$ cat src/rtl/assert_macros.svh
// Assertion macros used by the RTL of the integer to ASCII converter.
`ifndef ASSERT_MACROS_SVH
`define ASSERT_MACROS_SVH
`ifndef SYNTHESIS
`define I2A_ASSERT_ALWAYS(lbl, clk, rst, expr) \
  lbl: assert property (@(posedge clk) disable iff (rst) (expr)) \
    else $error("assertion failed");
`define I2A_ASSERT_NEXT(lbl, clk, rst, ante, cons) \
  lbl: assert property (@(posedge clk) disable iff (rst) (ante) |=> (cons)) \
    else $error("assertion failed");
`else
`define I2A_ASSERT_ALWAYS(lbl, clk, rst, expr)
`define I2A_ASSERT_NEXT(lbl, clk, rst, ante, cons)
`endif
`endif

$ cat src/rtl/i2a_pkg.sv
// Shared types, constants and functions of the integer to ASCII converter.
`timescale 1ns / 1ps
package i2a_pkg;

  localparam int MAX_WIDTH = 48;
  localparam int VAL_W     = 64;
  localparam int BCD_DIGS  = 20;
  localparam int ACC_W     = 4 * BCD_DIGS;
  localparam int IDX_W     = 5;
  localparam int FLD_W     = 6;

  localparam logic [7:0] CH_SPACE = 8'h20;
  localparam logic [7:0] CH_PLUS  = 8'h2B;
  localparam logic [7:0] CH_MINUS = 8'h2D;
  localparam logic [7:0] CH_ZERO  = 8'h30;
  localparam logic [7:0] CH_X_UP  = 8'h58;
  localparam logic [7:0] CH_X_LO  = 8'h78;
  localparam logic [7:0] CH_A_UP  = 8'h41;
  localparam logic [7:0] CH_A_LO  = 8'h61;

  typedef enum logic [1:0] {
    BASE_OCT = 2'd0,
    BASE_DEC = 2'd1,
    BASE_HEX = 2'd2
  } base_t;

  typedef struct packed {
    logic load;
    logic step;
  } conv_ctl_t;

  function automatic logic [7:0] digit_ascii(input logic [3:0] d, input logic upper);
    logic [7:0] d8;
    d8 = {4'b0000, d};
    if (d < 4'd10) begin
      return CH_ZERO + d8;
    end else begin
      return (upper ? CH_A_UP : CH_A_LO) + d8 - 8'd10;
    end
  endfunction

endpackage

$ cat src/rtl/i2a_conv.sv
// Shift-and-add-three digit unit: builds BCD or raw binary digits one bit a cycle.
`timescale 1ns / 1ps
module i2a_conv import i2a_pkg::*; (
  input  logic                clk,
  input  conv_ctl_t           ctl,
  input  base_t               base,
  input  logic [VAL_W-1:0]    mag,
  input  logic [IDX_W-1:0]    rd_idx,
  output logic [3:0]          rd_digit
);

  logic [VAL_W-1:0] sh;
  logic [ACC_W-1:0] acc;
  logic [ACC_W-1:0] adj;
  logic [127:0]     ext;
  logic [6:0]       hex_pos;
  logic [6:0]       oct_pos;

  always_comb begin
    for (int i = 0; i < BCD_DIGS; i++) begin
      if (base == BASE_DEC && acc[4*i +: 4] >= 4'd5) begin
        adj[4*i +: 4] = acc[4*i +: 4] + 4'd3;
      end else begin
        adj[4*i +: 4] = acc[4*i +: 4];
      end
    end
  end

  always_ff @(posedge clk) begin
    if (ctl.load) begin
      sh  <= mag;
      acc <= '0;
    end else if (ctl.step) begin
      sh  <= {sh[VAL_W-2:0], 1'b0};
      acc <= {adj[ACC_W-2:0], sh[VAL_W-1]};
    end
  end

  assign ext     = {{(128-ACC_W){1'b0}}, acc};
  assign hex_pos = {rd_idx, 2'b00};
  assign oct_pos = {1'b0, rd_idx, 1'b0} + {2'b00, rd_idx};

  always_comb begin
    case (base)
      BASE_OCT: rd_digit = {1'b0, ext[oct_pos +: 3]};
      default:  rd_digit = ext[hex_pos +: 4];
    endcase
  end

endmodule

$ cat src/rtl/integer_to_padded_ascii.sv
// Sequence: the request is taken, the shift-and-add-three unit steps through all 64 bits,
// the leading-zero scan runs, then one character per cycle (up to 48) when not stalled.
// Requests: req_stall is high outside idle, so a new request waits until the last
// character of the field before it has been loaded into the output register.
// Reset: synchronous; the sequencer returns to idle and the output word is dropped.
`timescale 1ns / 1ps
module integer_to_padded_ascii import i2a_pkg::*; (
  input  logic             clk,
  input  logic             rst,
  input  logic             req_valid,
  output logic             req_stall,
  input  logic [63:0]      value,
  input  logic             is_signed,
  input  logic             is_wide,
  input  logic [1:0]       base_sel,
  input  logic             upper_case,
  input  logic             alt_form,
  input  logic [1:0]       sign_mode,
  input  logic [5:0]       min_width,
  input  logic             zero_pad,
  input  logic             left_adjust,
  output logic             chr_valid,
  input  logic             chr_stall,
  output logic [7:0]       char_out,
  output logic             last_char
);

`include "assert_macros.svh"

  localparam logic [1:0] SIGN_PLUS  = 2'd1;
  localparam logic [1:0] SIGN_SPACE = 2'd2;
  localparam logic [1:0] SEL_OCT    = 2'd0;
  localparam logic [1:0] SEL_DEC    = 2'd1;
  localparam logic [IDX_W-1:0] TOP_OCT = IDX_W'(21);
  localparam logic [IDX_W-1:0] TOP_DEC = IDX_W'(19);
  localparam logic [IDX_W-1:0] TOP_HEX = IDX_W'(15);

  typedef enum logic [9:0] {
    ST_IDLE  = 10'b0000000001,
    ST_CONV  = 10'b0000000010,
    ST_SCAN  = 10'b0000000100,
    ST_LEAD  = 10'b0000001000,
    ST_SIGN  = 10'b0000010000,
    ST_PFX0  = 10'b0000100000,
    ST_PFXX  = 10'b0001000000,
    ST_ZPAD  = 10'b0010000000,
    ST_DIGS  = 10'b0100000000,
    ST_TRAIL = 10'b1000000000
  } state_t;

  state_t            state, state_next;
  logic [5:0]        bit_cnt, bit_cnt_next;
  logic [IDX_W-1:0]  dig_idx, dig_idx_next;
  logic [FLD_W-1:0]  pad_left, pad_left_next;
  base_t             base;
  logic              upper;
  logic              has_sign;
  logic [7:0]        sign_ch;
  logic [1:0]        pfx_len;
  logic [FLD_W-1:0]  width_sat;
  logic              zp_eff;
  logic              left_adj;

  logic              accept;
  logic [63:0]       val_ext;
  logic              neg;
  logic [63:0]       mag;
  base_t             base_d;
  conv_ctl_t         conv_ctl;
  logic [3:0]        rd_digit;
  logic [IDX_W-1:0]  dig_top;
  logic [FLD_W-1:0]  content;
  logic [FLD_W-1:0]  pad_calc;
  logic [FLD_W-1:0]  pad_cur;
  logic              has_lead, has_p0, has_px, has_zpad, has_trail;
  state_t            after_zpad, after_px, after_p0, after_sign, after_lead;
  state_t            after_scan, after_digs;
  logic              load;
  logic [7:0]        char_next;
  logic              last_next;
  logic              pad_state;

  assign accept    = req_valid && !req_stall;
  assign req_stall = (state != ST_IDLE);

  always_comb begin
    if (is_wide) begin
      val_ext = value;
    end else begin
      val_ext = {(is_signed && value[31]) ? 32'hFFFF_FFFF : 32'h0000_0000, value[31:0]};
    end
    neg = is_signed && val_ext[63];
    mag = neg ? (~val_ext + 64'd1) : val_ext;
    if (base_sel == SEL_OCT) begin
      base_d = BASE_OCT;
    end else if (base_sel == SEL_DEC) begin
      base_d = BASE_DEC;
    end else begin
      base_d = BASE_HEX;
    end
  end

  always_ff @(posedge clk) begin
    if (accept) begin
      base      <= base_d;
      upper     <= upper_case;
      left_adj  <= left_adjust;
      zp_eff    <= zero_pad && !left_adjust;
      width_sat <= (min_width > FLD_W'(MAX_WIDTH)) ? FLD_W'(MAX_WIDTH) : min_width;
      has_sign  <= is_signed && (neg || sign_mode == SIGN_PLUS || sign_mode == SIGN_SPACE);
      if (neg) begin
        sign_ch <= CH_MINUS;
      end else if (sign_mode == SIGN_PLUS) begin
        sign_ch <= CH_PLUS;
      end else begin
        sign_ch <= CH_SPACE;
      end
      if (alt_form && val_ext != 64'd0 && base_d == BASE_OCT) begin
        pfx_len <= 2'd1;
      end else if (alt_form && val_ext != 64'd0 && base_d == BASE_HEX) begin
        pfx_len <= 2'd2;
      end else begin
        pfx_len <= 2'd0;
      end
    end
  end

  assign conv_ctl.load = accept;
  assign conv_ctl.step = (state == ST_CONV);

  i2a_conv u_conv (
    .clk      (clk),
    .ctl      (conv_ctl),
    .base     (base),
    .mag      (mag),
    .rd_idx   (dig_idx),
    .rd_digit (rd_digit)
  );

  always_comb begin
    case (base)
      BASE_OCT: dig_top = TOP_OCT;
      BASE_DEC: dig_top = TOP_DEC;
      default:  dig_top = TOP_HEX;
    endcase
  end

  assign content  = {1'b0, dig_idx} + FLD_W'(1) + {4'b0000, pfx_len}
                  + {{(FLD_W-1){1'b0}}, has_sign};
  assign pad_calc = (width_sat > content) ? (width_sat - content) : '0;
  assign pad_cur  = (state == ST_SCAN) ? pad_calc : pad_left;

  assign has_lead  = (pad_cur != '0) && !zp_eff && !left_adj;
  assign has_p0    = (pfx_len != 2'd0);
  assign has_px    = (pfx_len == 2'd2);
  assign has_zpad  = (pad_cur != '0) && zp_eff;
  assign has_trail = (pad_cur != '0) && left_adj;

  assign after_zpad = ST_DIGS;
  assign after_px   = has_zpad ? ST_ZPAD : after_zpad;
  assign after_p0   = has_px ? ST_PFXX : after_px;
  assign after_sign = has_p0 ? ST_PFX0 : after_p0;
  assign after_lead = has_sign ? ST_SIGN : after_sign;
  assign after_scan = has_lead ? ST_LEAD : after_lead;
  assign after_digs = has_trail ? ST_TRAIL : ST_IDLE;

  assign load = !chr_valid || !chr_stall;

  always_comb begin
    state_next    = state;
    bit_cnt_next  = bit_cnt;
    dig_idx_next  = dig_idx;
    pad_left_next = pad_left;
    char_next     = CH_SPACE;
    last_next     = 1'b0;
    unique case (state)
      ST_IDLE: begin
        if (accept) begin
          state_next   = ST_CONV;
          bit_cnt_next = '0;
        end
      end
      ST_CONV: begin
        bit_cnt_next = bit_cnt + 6'd1;
        if (bit_cnt == 6'd63) begin
          state_next   = ST_SCAN;
          dig_idx_next = dig_top;
        end
      end
      ST_SCAN: begin
        if (rd_digit != 4'd0 || dig_idx == '0) begin
          state_next    = after_scan;
          pad_left_next = pad_calc;
        end else begin
          dig_idx_next = dig_idx - IDX_W'(1);
        end
      end
      ST_LEAD: begin
        char_next = CH_SPACE;
        if (load) begin
          pad_left_next = pad_left - FLD_W'(1);
          if (pad_left == FLD_W'(1)) begin
            state_next = after_lead;
          end
        end
      end
      ST_SIGN: begin
        char_next = sign_ch;
        if (load) begin
          state_next = after_sign;
        end
      end
      ST_PFX0: begin
        char_next = CH_ZERO;
        if (load) begin
          state_next = after_p0;
        end
      end
      ST_PFXX: begin
        char_next = upper ? CH_X_UP : CH_X_LO;
        if (load) begin
          state_next = after_px;
        end
      end
      ST_ZPAD: begin
        char_next = CH_ZERO;
        if (load) begin
          pad_left_next = pad_left - FLD_W'(1);
          if (pad_left == FLD_W'(1)) begin
            state_next = after_zpad;
          end
        end
      end
      ST_DIGS: begin
        char_next = digit_ascii(rd_digit, upper && base == BASE_HEX);
        last_next = (dig_idx == '0) && !has_trail;
        if (load) begin
          if (dig_idx == '0) begin
            state_next = after_digs;
          end else begin
            dig_idx_next = dig_idx - IDX_W'(1);
          end
        end
      end
      ST_TRAIL: begin
        char_next = CH_SPACE;
        last_next = (pad_left == FLD_W'(1));
        if (load) begin
          pad_left_next = pad_left - FLD_W'(1);
          if (pad_left == FLD_W'(1)) begin
            state_next = ST_IDLE;
          end
        end
      end
      default: begin
        state_next = ST_IDLE;
      end
    endcase
  end

  logic emitting;
  assign emitting = (state == ST_LEAD) || (state == ST_SIGN) || (state == ST_PFX0)
                 || (state == ST_PFXX) || (state == ST_ZPAD) || (state == ST_DIGS)
                 || (state == ST_TRAIL);

  assign pad_state = (state == ST_LEAD) || (state == ST_ZPAD) || (state == ST_TRAIL);

  always_ff @(posedge clk) begin
    if (rst) begin
      state     <= ST_IDLE;
      bit_cnt   <= '0;
      dig_idx   <= '0;
      pad_left  <= '0;
      chr_valid <= 1'b0;
    end else begin
      state    <= state_next;
      bit_cnt  <= bit_cnt_next;
      dig_idx  <= dig_idx_next;
      pad_left <= pad_left_next;
      if (emitting && load) begin
        chr_valid <= 1'b1;
      end else if (!chr_stall) begin
        chr_valid <= 1'b0;
      end
    end
  end

  always_ff @(posedge clk) begin
    if (emitting && load) begin
      char_out  <= char_next;
      last_char <= last_next;
    end
  end

  `I2A_ASSERT_NEXT(a_last_to_idle, clk, rst, emitting && load && last_next, state == ST_IDLE)
  `I2A_ASSERT_ALWAYS(a_pad_nonzero, clk, rst, !pad_state || pad_left != '0)
  `I2A_ASSERT_ALWAYS(a_digit_index, clk, rst, !(state == ST_DIGS) || dig_idx <= dig_top)

endmodule

$ cat config.mk
export PLATFORM = sky130hd
export DESIGN_NAME = integer_to_padded_ascii
export DESIGN_NICKNAME = d
export VERILOG_FILES = /design/src/rtl/i2a_pkg.sv /design/src/rtl/i2a_conv.sv /design/src/rtl/integer_to_padded_ascii.sv
export VERILOG_INCLUDE_DIRS = /design/src /design/src/rtl
export SDC_FILE = /design/constraint.sdc
export NUM_CORES = 1
export LEC_CHECK = 0
export BUFFER_PORTS_ARGS = -buffer_cell sky130_fd_sc_hd__buf_4
export CORE_UTILIZATION = 50
export CTS_BUF_LIST = sky130_fd_sc_hd__clkbuf_8 sky130_fd_sc_hd__clkbuf_16
export DETAILED_ROUTE_END_ITERATION = 6
export PLACE_DENSITY = 0.7
export SLEW_MARGIN = 25
export SYNTH_ARGS = -nofsm -noshare
export SYNTH_HDL_FRONTEND = slang
export SYNTH_SLANG_ARGS = --single-unit
$ cat constraint.sdc
create_clock -name clk -period 5 [get_ports clk]
set_clock_uncertainty 0.15 [all_clocks]
set_input_delay 0.25 -clock clk [delete_from_list [all_inputs] [get_ports clk]]
set_output_delay 0.25 -clock clk [all_outputs]
set_load 0.03 [all_outputs]
==> results.cfg, run 1 <==
[global_route]
grt_usage_pct = 25.76
grt_pass1_vias = 12455
globalRouteOverflowTotal = 0
grt_pass1_wl_mm = 63.72
grt_max_degree = 120
antenna_found_initial = 0

[routing]
drt-total-wl_mm = 38.77
vias = 12936
drtPass1Iterations = 6
remaining_drc_errors = 0
wl_per_cell_um = 18.44
drt_iter0_drc = 1190
ant_nets = 0
via_per_inst = 6.154

[power_and_ir_drop]
power_density_nw_per_um2 = 356.5
peakVddDrop_mv = 0.2835
intPower_uw = 3703
p_seq_share_pct = 37.6
fin_total_pwr_uw = 5955
p_sw_uw = 2252
p_sw_share_pct = 37.81
leakage_uw = 0.005944
pwr-share-clk_pct = 24.5
combPwrFrac_pct = 37.8

[synth]
yosys.cell_types.count = 95
synth-seq-cells = 197
synth_top_area_cell = edfxtp_1
yosysMostFrequentCell = o21ai_0
syn_area_um2 = 14960
syn_nets = 1805
async_reset_ff_share_pct = 0
synth_top_area_share_pct = 17.87
synth_edf_count = 89
ys.flop_type = dfxtp_1
syn_avg_cell_area_um2 = 9.071
postSynthCellCount = 1649
synth.area.top_cells = edfxtp_1 18%, dfxtp_1 14%, mux4_2 9.2%
yosysSeqAreaShare_pct = 32.32
ys_warn_count = 0
synth_common_cells = 193 x o21ai_0, 185 x nand2_1, 109 x nor2_1, 108 x dfxtp_1, 93 x a21oi_1

[floorplanning]
die-area_um2 = 30610
chipHeight_um = 175.0
start_util_pct = 51.42
ios = 95
rows = 62
core-area_um2 = 29090
die_w_um = 175.0

[timing]
relSlewSlack_pct = 38.52
setup_violations = 0
rsz0062_at_grt = false
hold_viol = 0
max_freq_ghz = 0.2198
worst_pin_slew_ns = 0.9176
timing.setup.tns_ns = 0
finalCritPeriodShare_pct = 90.99
period_needed_ns = 4.549
drv_slew = 0

[cts]
clkSinkCount = 197
ctsHoldBuffers = 17
post_cts_resized = 0
cts_inserted_buffers = 17
post_cts_buffers = 0
cts_tree = done
clk_latency_ns = 0.46
path_clk_slew_ns = 0.08
htree_levels = 4
cts_root_buf = clkbuf_16
cts_max_path_buffers = 2

[final_layout]
area_growth_pct = 11.67
antenna_cells = 0
fillers = 2562
fin_nets = 1861
regArea_um2 = 4838
post_route_cells_drive_above_1_share_pct = 14.73
multi_input_area_um2 = 9385

[setup_path]
worstPathArrival_ns = 4.74
endpoint_kind = flop
crit_top_cell = ha_1
crit_path_start = dig_idx[0]
slowest_stage = mux4_2
slowest_delay_ns = 0.58
reg2regPathDepth = 14
r2r-end = state[0]
r2r_start = dig_idx[0]
required_ns = 5.19
rrSetupSlack_ns = 0.45
critPathMaxFanout = 6
worstSetupEndpoint = state[0]
crit_path_start_kind = flop
cp_cell_sequence = ha_1, fa_1, xor2_2, mux4_2, and3_1, a31oi_1, o21ai_1, a221oi_4, ha_1, nand2_1, or2_2, o31ai_4, and2b_1, a22oi_1
worst-setup-path-type = flop to flop

[flow_run]
cap_violations = 0

[min_path]
min_path_type = input pin to flop
worstHoldStart = value[9]

[place]
dp_hpwl_mm = 26.98
gp_congestion = 0.9291
portBuffers = 93

[status]
outcome = finished, final reports clean
## flip-flops by register name (all words and copies together), names as in the netlist, 2 cells and up
signal,cells
base,2
bit_cnt,6
char_out,7
dig_idx,5
pad_left,6
pfx_len,2
sign_ch,3
state,10
u_conv.acc,80
u_conv.sh,64
width_sat,6
## how the worst min path moves through the flow
stage	endpoint	cells after the start
floorplan	left_adj	0
detailed placement	upper	1
global route	u_conv.sh[19]	3
global placement	upper	1
CTS	u_conv.sh[4]	3
finish	u_conv.sh[9]	3
## power by group through the flow
stage	Sequential (µW)	Clock, µW	Combinational, µW
6_report	2240	1460	2250
5_1_grt	2270	1550	2500
4_1_cts	2240	1490	2250
3_5_place_dp	2280	0	2220
3_3_place_gp	2270	0	2180
2_1_floorplan	2240	0	1660
## layer usage
layer	wire [µm]	GRT usage (%)	vias to the layer above
li1	-	-	6252
met1	17060	34.26	6194
met2	18680	42.72	426
met3	2180	4.178	64
met4	839	8.406	0
met5	0	0	-
## kinds of logic after synthesis
family / count (synthesis) / share of synthesized area (%)
and+or+nand+nor: 520 / 16.71
AOI/OAI and AO/OA: 490 / 20.17
DFF: 197 / 32.32
buffers and inverters: 171 / 5.036
xor gates and xnor gates: 104 / 6.190
muxes: 94 / 13.38
adders and majority gates: 72 / 6.173
other: 1 / 0.02507
## through the flow
stage | setup slack, ns | instance area, µm² | utilization (%) | hold WS (ns) | cells
after floorplan | 0.1984 | 14960 | - | 0.1989 | 1649
after global placement | 0.5560 | 15920 | 54.73 | 0.2797 | 2053
after detailed placement | 0.5211 | 15920 | 54.73 | 0.2822 | 2053
after CTS | 0.5052 | 16700 | 57.40 | 0.004043 | 2102
after global routing | 0.2739 | 16700 | 57.42 | 0.03609 | 2102
final | 0.4505 | 16700 | 57.42 | 0.02769 | 2102
## worst max-delay path: cells and delay by family, from the launching register on
kind	cells	cell delay, ns
flip-flops	1	0.37
adder cells (fa/ha/maj)	3	0.94
multiplexers	1	0.58
AND/OR/NAND/NOR	4	0.85
XOR/XNOR	1	0.51
AO/OA/AOI/OAI	5	1.01
## cell type report
type	instances	area share, %
timing repair buffer	137	6.734
clock buffer	17	2.547
sequential	197	28.97
inverter	71	1.603
clock inverter	15	1.086
multi-input combinational	1281	56.19
tap	384	2.876
## placed cells by master, fill, tap and decap left out, types with 52 or more instances in the layout
cell,n
edfxtp_1,89
buf_4,115
nand2_1,183
mux4_2,61
o21ai_0,193
inv_1,67
ha_1,68
dfxtp_1,107
nor2_1,108
a21oi_1,93
xor2_1,52
Power figures use the tool's default switching activity.
==> run 2, diff against run 1 <==
- ABC_AREA: default -> 1
- CORE_MARGIN: default -> 1
- PLACE_DENSITY: 0.7 -> 0.68
- clock period: 5 -> 5.8 ns (I/O delays scaled with it)
==> run 2 against run 1 <==
  * Register-to-register slack improved by 0.62 ns
  * Utilization fell by 1.1 points
  * Count of clock-buffer cells in the layout did not move
  * Setup slack improved by 0.62 ns
  * Flip-flop and latch count did not move
  * Critical path type unchanged
  * Design area rose by 0.66%
  * Critical path depth rose by 6
==> results.cfg, run 2 <==
[status]
outcome = finished, final reports clean

[synth]
ys.flop_type = dfxtp_1
synth_top_family_by_area = simple AND/OR/NAND/NOR gates
synth_top_area_share_pct = 17.49
syn_avg_cell_area_um2 = 6.848
synth-seq-cells = 197
syn_nets = 2387
synth_edf_count = 89
yosys.area_share.xor_xnor_pct = 4.643
syn_area_um2 = 15280
synthAdderAreaFrac_pct = 6.044
yosysMostFrequentCell = nand2_1
synthMuxAreaShare_pct = 0
synth_common_cells = 565 x nand2_1, 243 x inv_1, 191 x nor2_1, 183 x nand3_1, 178 x o21ai_0
yosys.cell_types.count = 56
synth_compound_area_share_pct = 18.39
postSynthCellCount = 2231
yosysSeqAreaShare_pct = 31.64
synth.area.top_cells = edfxtp_1 17%, dfxtp_1 14%, nand2_1 14%
synth_top_area_cell = edfxtp_1
yosys.area_share.simple_pct = 29.88
ys_warn_count = 0
async_reset_ff_share_pct = 0

[final_layout]
fin_nets = 2439
post_route_cells_drive_above_1_share_pct = 9.277
top_regs = u_conv.acc x80, u_conv.sh x64, state x10
antenna_cells = 0
final_cell_mix = 564 x nand2_1, 243 x inv_1, 190 x nor2_1, 183 x nand3_1, 178 x o21ai_0
largest_reg_flops = 80
area_growth_pct = 10.05
post-route-util_pct = 56.28
final_common_cell = nand2_1
top_register = u_conv.acc

[routing]
ant_nets = 0
via_per_inst = 5.634
vias = 15132
drt-total-wl_mm = 42.20
remaining_drc_errors = 0
wl_per_cell_um = 15.71
drtPass1Iterations = 6
drt_iter0_drc = 1315

[floorplanning]
core-area_um2 = 29870
die-area_um2 = 31260
die_w_um = 176.8
start_util_pct = 51.14
chipHeight_um = 176.8
ios = 95
rows = 63

[power_and_ir_drop]
fin_total_pwr_uw = 6168
leakage_uw = 0.007156
combPwrFrac_pct = 47.9
p_seq_share_pct = 33.2
pwr-share-clk_pct = 18.9
p_sw_share_pct = 44.29
p_sw_uw = 2732
power_density_nw_per_um2 = 366.9
peakVddDrop_mv = 0.2406
intPower_uw = 3436

[cts]
path_clk_slew_ns = 0.08
clkSinkCount = 197
cts_inserted_buffers = 17
cts_max_path_buffers = 2
htree_levels = 4
clk_latency_ns = 0.45
post_cts_resized = 0
cts_tree = done
cts_root_buf = clkbuf_16

[timing]
setup_ws_ns = 1.070
drv_slew = 0
finalCritPeriodShare_pct = 81.56
relSlewSlack_pct = 33.34
max_freq_ghz = 0.2114
period_needed_ns = 4.730
rsz0062_at_grt = false
setup_violations = 0
worst_pin_slew_ns = 0.9937
timing.setup.tns_ns = 0
hold_viol = 0

[setup_path]
critPathMaxFanout = 54
crit_path_start_kind = flop
endpoint_kind = flop
required_ns = 5.96
worstPathArrival_ns = 4.89
worst-setup-path-type = flop to flop

[place]
dp_hpwl_mm = 31.04
gp_congestion = 0.9710
preCtsSetupSlack_ns = 1.157
portBuffers = 93

[global_route]
grt_pass1_vias = 14223
globalRouteOverflowTotal = 0
grt_pass1_wl_mm = 70.26
antenna_found_initial = 0
grt_usage_pct = 27.65
grt_max_degree = 87

[flow_run]
cap_violations = 0

[min_path]
min_path_type = input pin to flop
-- run 2: layer usage --
| layer | track usage (%) | wire length, µm | vias to the layer above | part of all wire, % |
|---|---|---|---|---|
| met2 | 44.44 | 19150 | 507 | 45 |
| met3 | 3.845 | 2486 | 56 | 5.9 |
| li1 | - | - | 7609 | - |
| met4 | 8.369 | 757 | 0 | 1.8 |
| met5 | 0 | 0 | - | 0 |
| met1 | 38.33 | 19810 | 6960 | 47 |
-- run 2: power by group through the flow --
| stage | Combinational [µW] | Clock, µW | Sequential, µW |
|---|---|---|---|
| 2_1_floorplan | 2250 | 0 | 2010 |
| 3_3_place_gp | 2900 | 0 | 2070 |
| 3_5_place_dp | 2920 | 0 | 2070 |
| 4_1_cts | 2940 | 1190 | 2050 |
| 5_1_grt | 3350 | 1240 | 2080 |
| 6_report | 2960 | 1160 | 2050 |
-- run 2: cell families after synthesis --
group / after synthesis
flops: 197
simple gates: 1053
fa+ha+maj: 72
other cells: 1
compound gates: 482
buf+inv: 345
xor+xnor: 81
-- run 2: worst paths after layout --
| check | slack [ns] | to | depth (start not counted) | from |
|---|---|---|---|---|
| worst max register to register | 1.07 | state[0] | 20 | dig_idx[0] |
| worst max-delay path | 1.07 | state[0] | 20 | dig_idx[0] |
| worst min register to register | 0.31 | u_conv.acc[0] | 2 | u_conv.sh[63] |
| worst min-delay path | 0.02 | width_sat[1] | 3 | min_width[1] |
-- run 2: stage by stage --
step	area (µm²)	cells	hold WS [ns]
global route	16810	2686	0.01352
global placement	16160	2644	0.2906
finish	16810	2686	0.01688
CTS	16810	2686	0.0007642
detailed placement	16160	2644	0.2952
floorplan	15280	2231	0.2389
-- run 2: final cells by class --
type	instances	area [µm²]
clock buffers	17	425.4
clock inverters	15	128.9
fillers	2920	13060
inverters	255	960.9
multi-input cells	1689	9024
flip-flops and latches	197	4838
well taps	390	488.0
repair buffers	123	948.4
-- run 2: critical path: stages, from the launching register on --
cell and delay, ns:
dfxtp_4 0.49, ha_1 0.30, fa_1 0.88, inv_1 0.14
nor2_2 0.53, inv_1 0.29, o2111ai_1 0.26, nand2_1 0.08
a21oi_1 0.13, nand3_1 0.10, nand2_1 0.09, nand2_1 0.09
inv_1 0.12, ha_1 0.15, nand2_1 0.06, a21oi_2 0.18
nand3_4 0.14, nand2_4 0.16, inv_2 0.07, nor2_1 0.09
o21ai_1 0.08
-- run 2: what timing repair did --
action,4_1_cts,5_1_grt
hold buffers,10,0
buffers inserted,0,0
hold endpoints to repair,17,0
==> run 3, diff against run 2 <==
- ABC_AREA: 1 -> 0
- PLACE_DENSITY: 0.68 -> 0.7
- clock period: 5.8 -> 3.95 ns (I/O delays scaled with it)
==> run 3 against run 2 <==
  * The flow now finishes with violations (setup timing)
  * Via count down 11%
  * Power increased by 29%
  * Cell count fell by 18%
  * Non-clock buffer count up 109
  * Combinational power increased by 15%
  * Global-route usage fell by 0.94 points
  * Critical path type unchanged
  * Largest cell class unchanged
  * Highest routed layer unchanged
==> results.cfg, run 3 (synthesis gave the netlist of run 1 again) <==
[timing]
hold_ws_ns = 0.009491
timing.setup.tns_ns = -0.2386
setup_violations = 6
max_freq_ghz = 0.2490
setup_ws_ns = -0.06609
rsz0062_at_grt = true
worst_pin_slew_ns = 1.081
relSlewSlack_pct = 27.73
finalCritPeriodShare_pct = 101.7
drv_slew = 0
period_needed_ns = 4.016
hold_viol = 0

[cts]
cts_max_path_buffers = 2
cts_tree = done
path_clk_slew_ns = 0.07
clk_latency_ns = 0.46
cts_inserted_buffers = 17
clkSinkCount = 197
htree_levels = 4
cts_root_buf = clkbuf_16

[power_and_ir_drop]
p_sw_share_pct = 38.22
combPwrFrac_pct = 42.5
intPower_uw = 4924
leakage_uw = 0.006452
p_sw_uw = 3046
pwr-share-clk_pct = 21.9
peakVddDrop_mv = 0.3283
p_seq_share_pct = 35.6
power_density_nw_per_um2 = 447.1

[global_route]
grt_usage_pct = 26.72
grt_max_degree = 120
antenna_found_initial = 0
globalRouteOverflowTotal = 0
grt_pass1_vias = 12965
grt_pass1_wl_mm = 65.94

[final_layout]
final_common_cell = o21ai_0
regArea_um2 = 4841
fillers = 2411
layout.cells.non_filler = 2198
area_growth_pct = 19.17
antenna_cells = 0
final_cell_mix = 188 x o21ai_0, 183 x nand2_1, 178 x buf_4, 106 x nor2_1, 105 x dfxtp_1
multi_input_area_um2 = 9654
top_register = u_conv.acc
post_route_cells_drive_above_1_share_pct = 20.23
fin_nets = 1957
largest_reg_flops = 80
post-route-util_pct = 61.28
fin_area_um2 = 17830
top_regs = u_conv.acc x80, u_conv.sh x64, state x10

[setup_path]
crit_top_cell = nor2_4
cp_cell_sequence = buf_8, inv_8, ha_4, buf_12, buf_4, mux4_1, a2111oi_2, nor4_2, o31ai_4, ha_2, nand2_2, nor2_4, a31oi_4, buf_6, nor2_4, mux2i_1, a21oi_1
path_buf_inv = 5
endpoint_kind = flop
crit_path_start_kind = flop
slowest_stage = a2111oi_2
critPathTopFamily = compound AO/OA/AOI/OAI gates
worst-setup-path-type = flop to flop
worstPathArrival_ns = 4.21
slowest_delay_ns = 0.51
critPathMaxFanout = 13
required_ns = 4.14

[routing]
vias = 13446
remaining_drc_errors = 0
wl_per_cell_um = 18.61
drtPass1Iterations = 5
drt_iter0_drc = 1331
drt-total-wl_mm = 40.91
ant_nets = 0
via_per_inst = 6.117

[place]
gp_congestion = 0.9701
placed_cells = 2111
portBuffers = 93
post_dp_cell_area_um2 = 16450
dp_hpwl_mm = 28.47

[floorplanning]
ios = 95
chipHeight_um = 175.0
start_util_pct = 51.42
die-area_um2 = 30610
core-area_um2 = 29090
die_w_um = 175.0
rows = 62

[min_path]
min_path_type = input pin to flop

[flow_run]
cap_violations = 0

[status]
outcome = complete, but fails checks
violations = setup timing
## run 3: power groups by stage
| stage | sequential, µW | clock [µW] | combinational, µW |
|---|---|---|---|
| finish | 2840 | 1740 | 3390 |
| global route | 2880 | 1830 | 3700 |
| CTS | 2840 | 1760 | 3280 |
| detailed placement | 2880 | 0 | 3100 |
| global placement | 2860 | 0 | 3030 |
| floorplan | 2820 | 0 | 2200 |
## run 3: tightest hold or removal path, delay by kind of cell
| family | cells | cell delay, ns |
|---|---|---|
| AOI/OAI and AO/OA | 1 | 0.14 |
| xor gates and xnor gates | 1 | 0.06 |
| buffers and inverters | 1 | 0.10 |
## run 3: through the flow
stage | total power [µW] | setup slack [ns]
finish | 7971 | -0.06609
global route | 8410 | -0.1761
CTS | 7884 | -0.01495
detailed placement | 5980 | -0.1786
global placement | 5895 | -0.1042
floorplan | 5022 | -0.1986
## run 3: final timing paths
| kind | start | cells after the start | end | slack (ns) |
|---|---|---|---|---|
| max reg2reg | dig_idx[0] | 17 | dig_idx[3] | -0.07 |
| min reg2reg | u_conv.sh[63] | 2 | u_conv.acc[0] | 0.32 |
| max | dig_idx[0] | 17 | dig_idx[3] | -0.07 |
| min | value[15] | 3 | u_conv.sh[15] | 0.009 |
## run 3: area by class of cell
class	instances	share of cell area, %
clock buffer	18	2.464
clock inverter	14	0.7721
sequential	197	27.16
inverter	71	1.572
tap	384	2.695
timing repair buffer	232	11.18
multi-input combinational	1282	54.16
## run 3: what timing repair did
item,4_1_cts,5_1_grt
pin swaps,10,30
setup buffers,6,8
gates cloned,2,1
hold buffers,39,0
resized for setup,23,27
hold endpoints to repair,61,0
endpoints found under the setup margin,21,22
## run 3: metal layers
| layer | share of wire, % | track usage (%) |
|---|---|---|
| met4 | 2.6 | 10.33 |
| met1 | 43 | 35.28 |
| met2 | 49 | 44.53 |
| met3 | 5.5 | 3.481 |
| met5 | 0 | 0 |
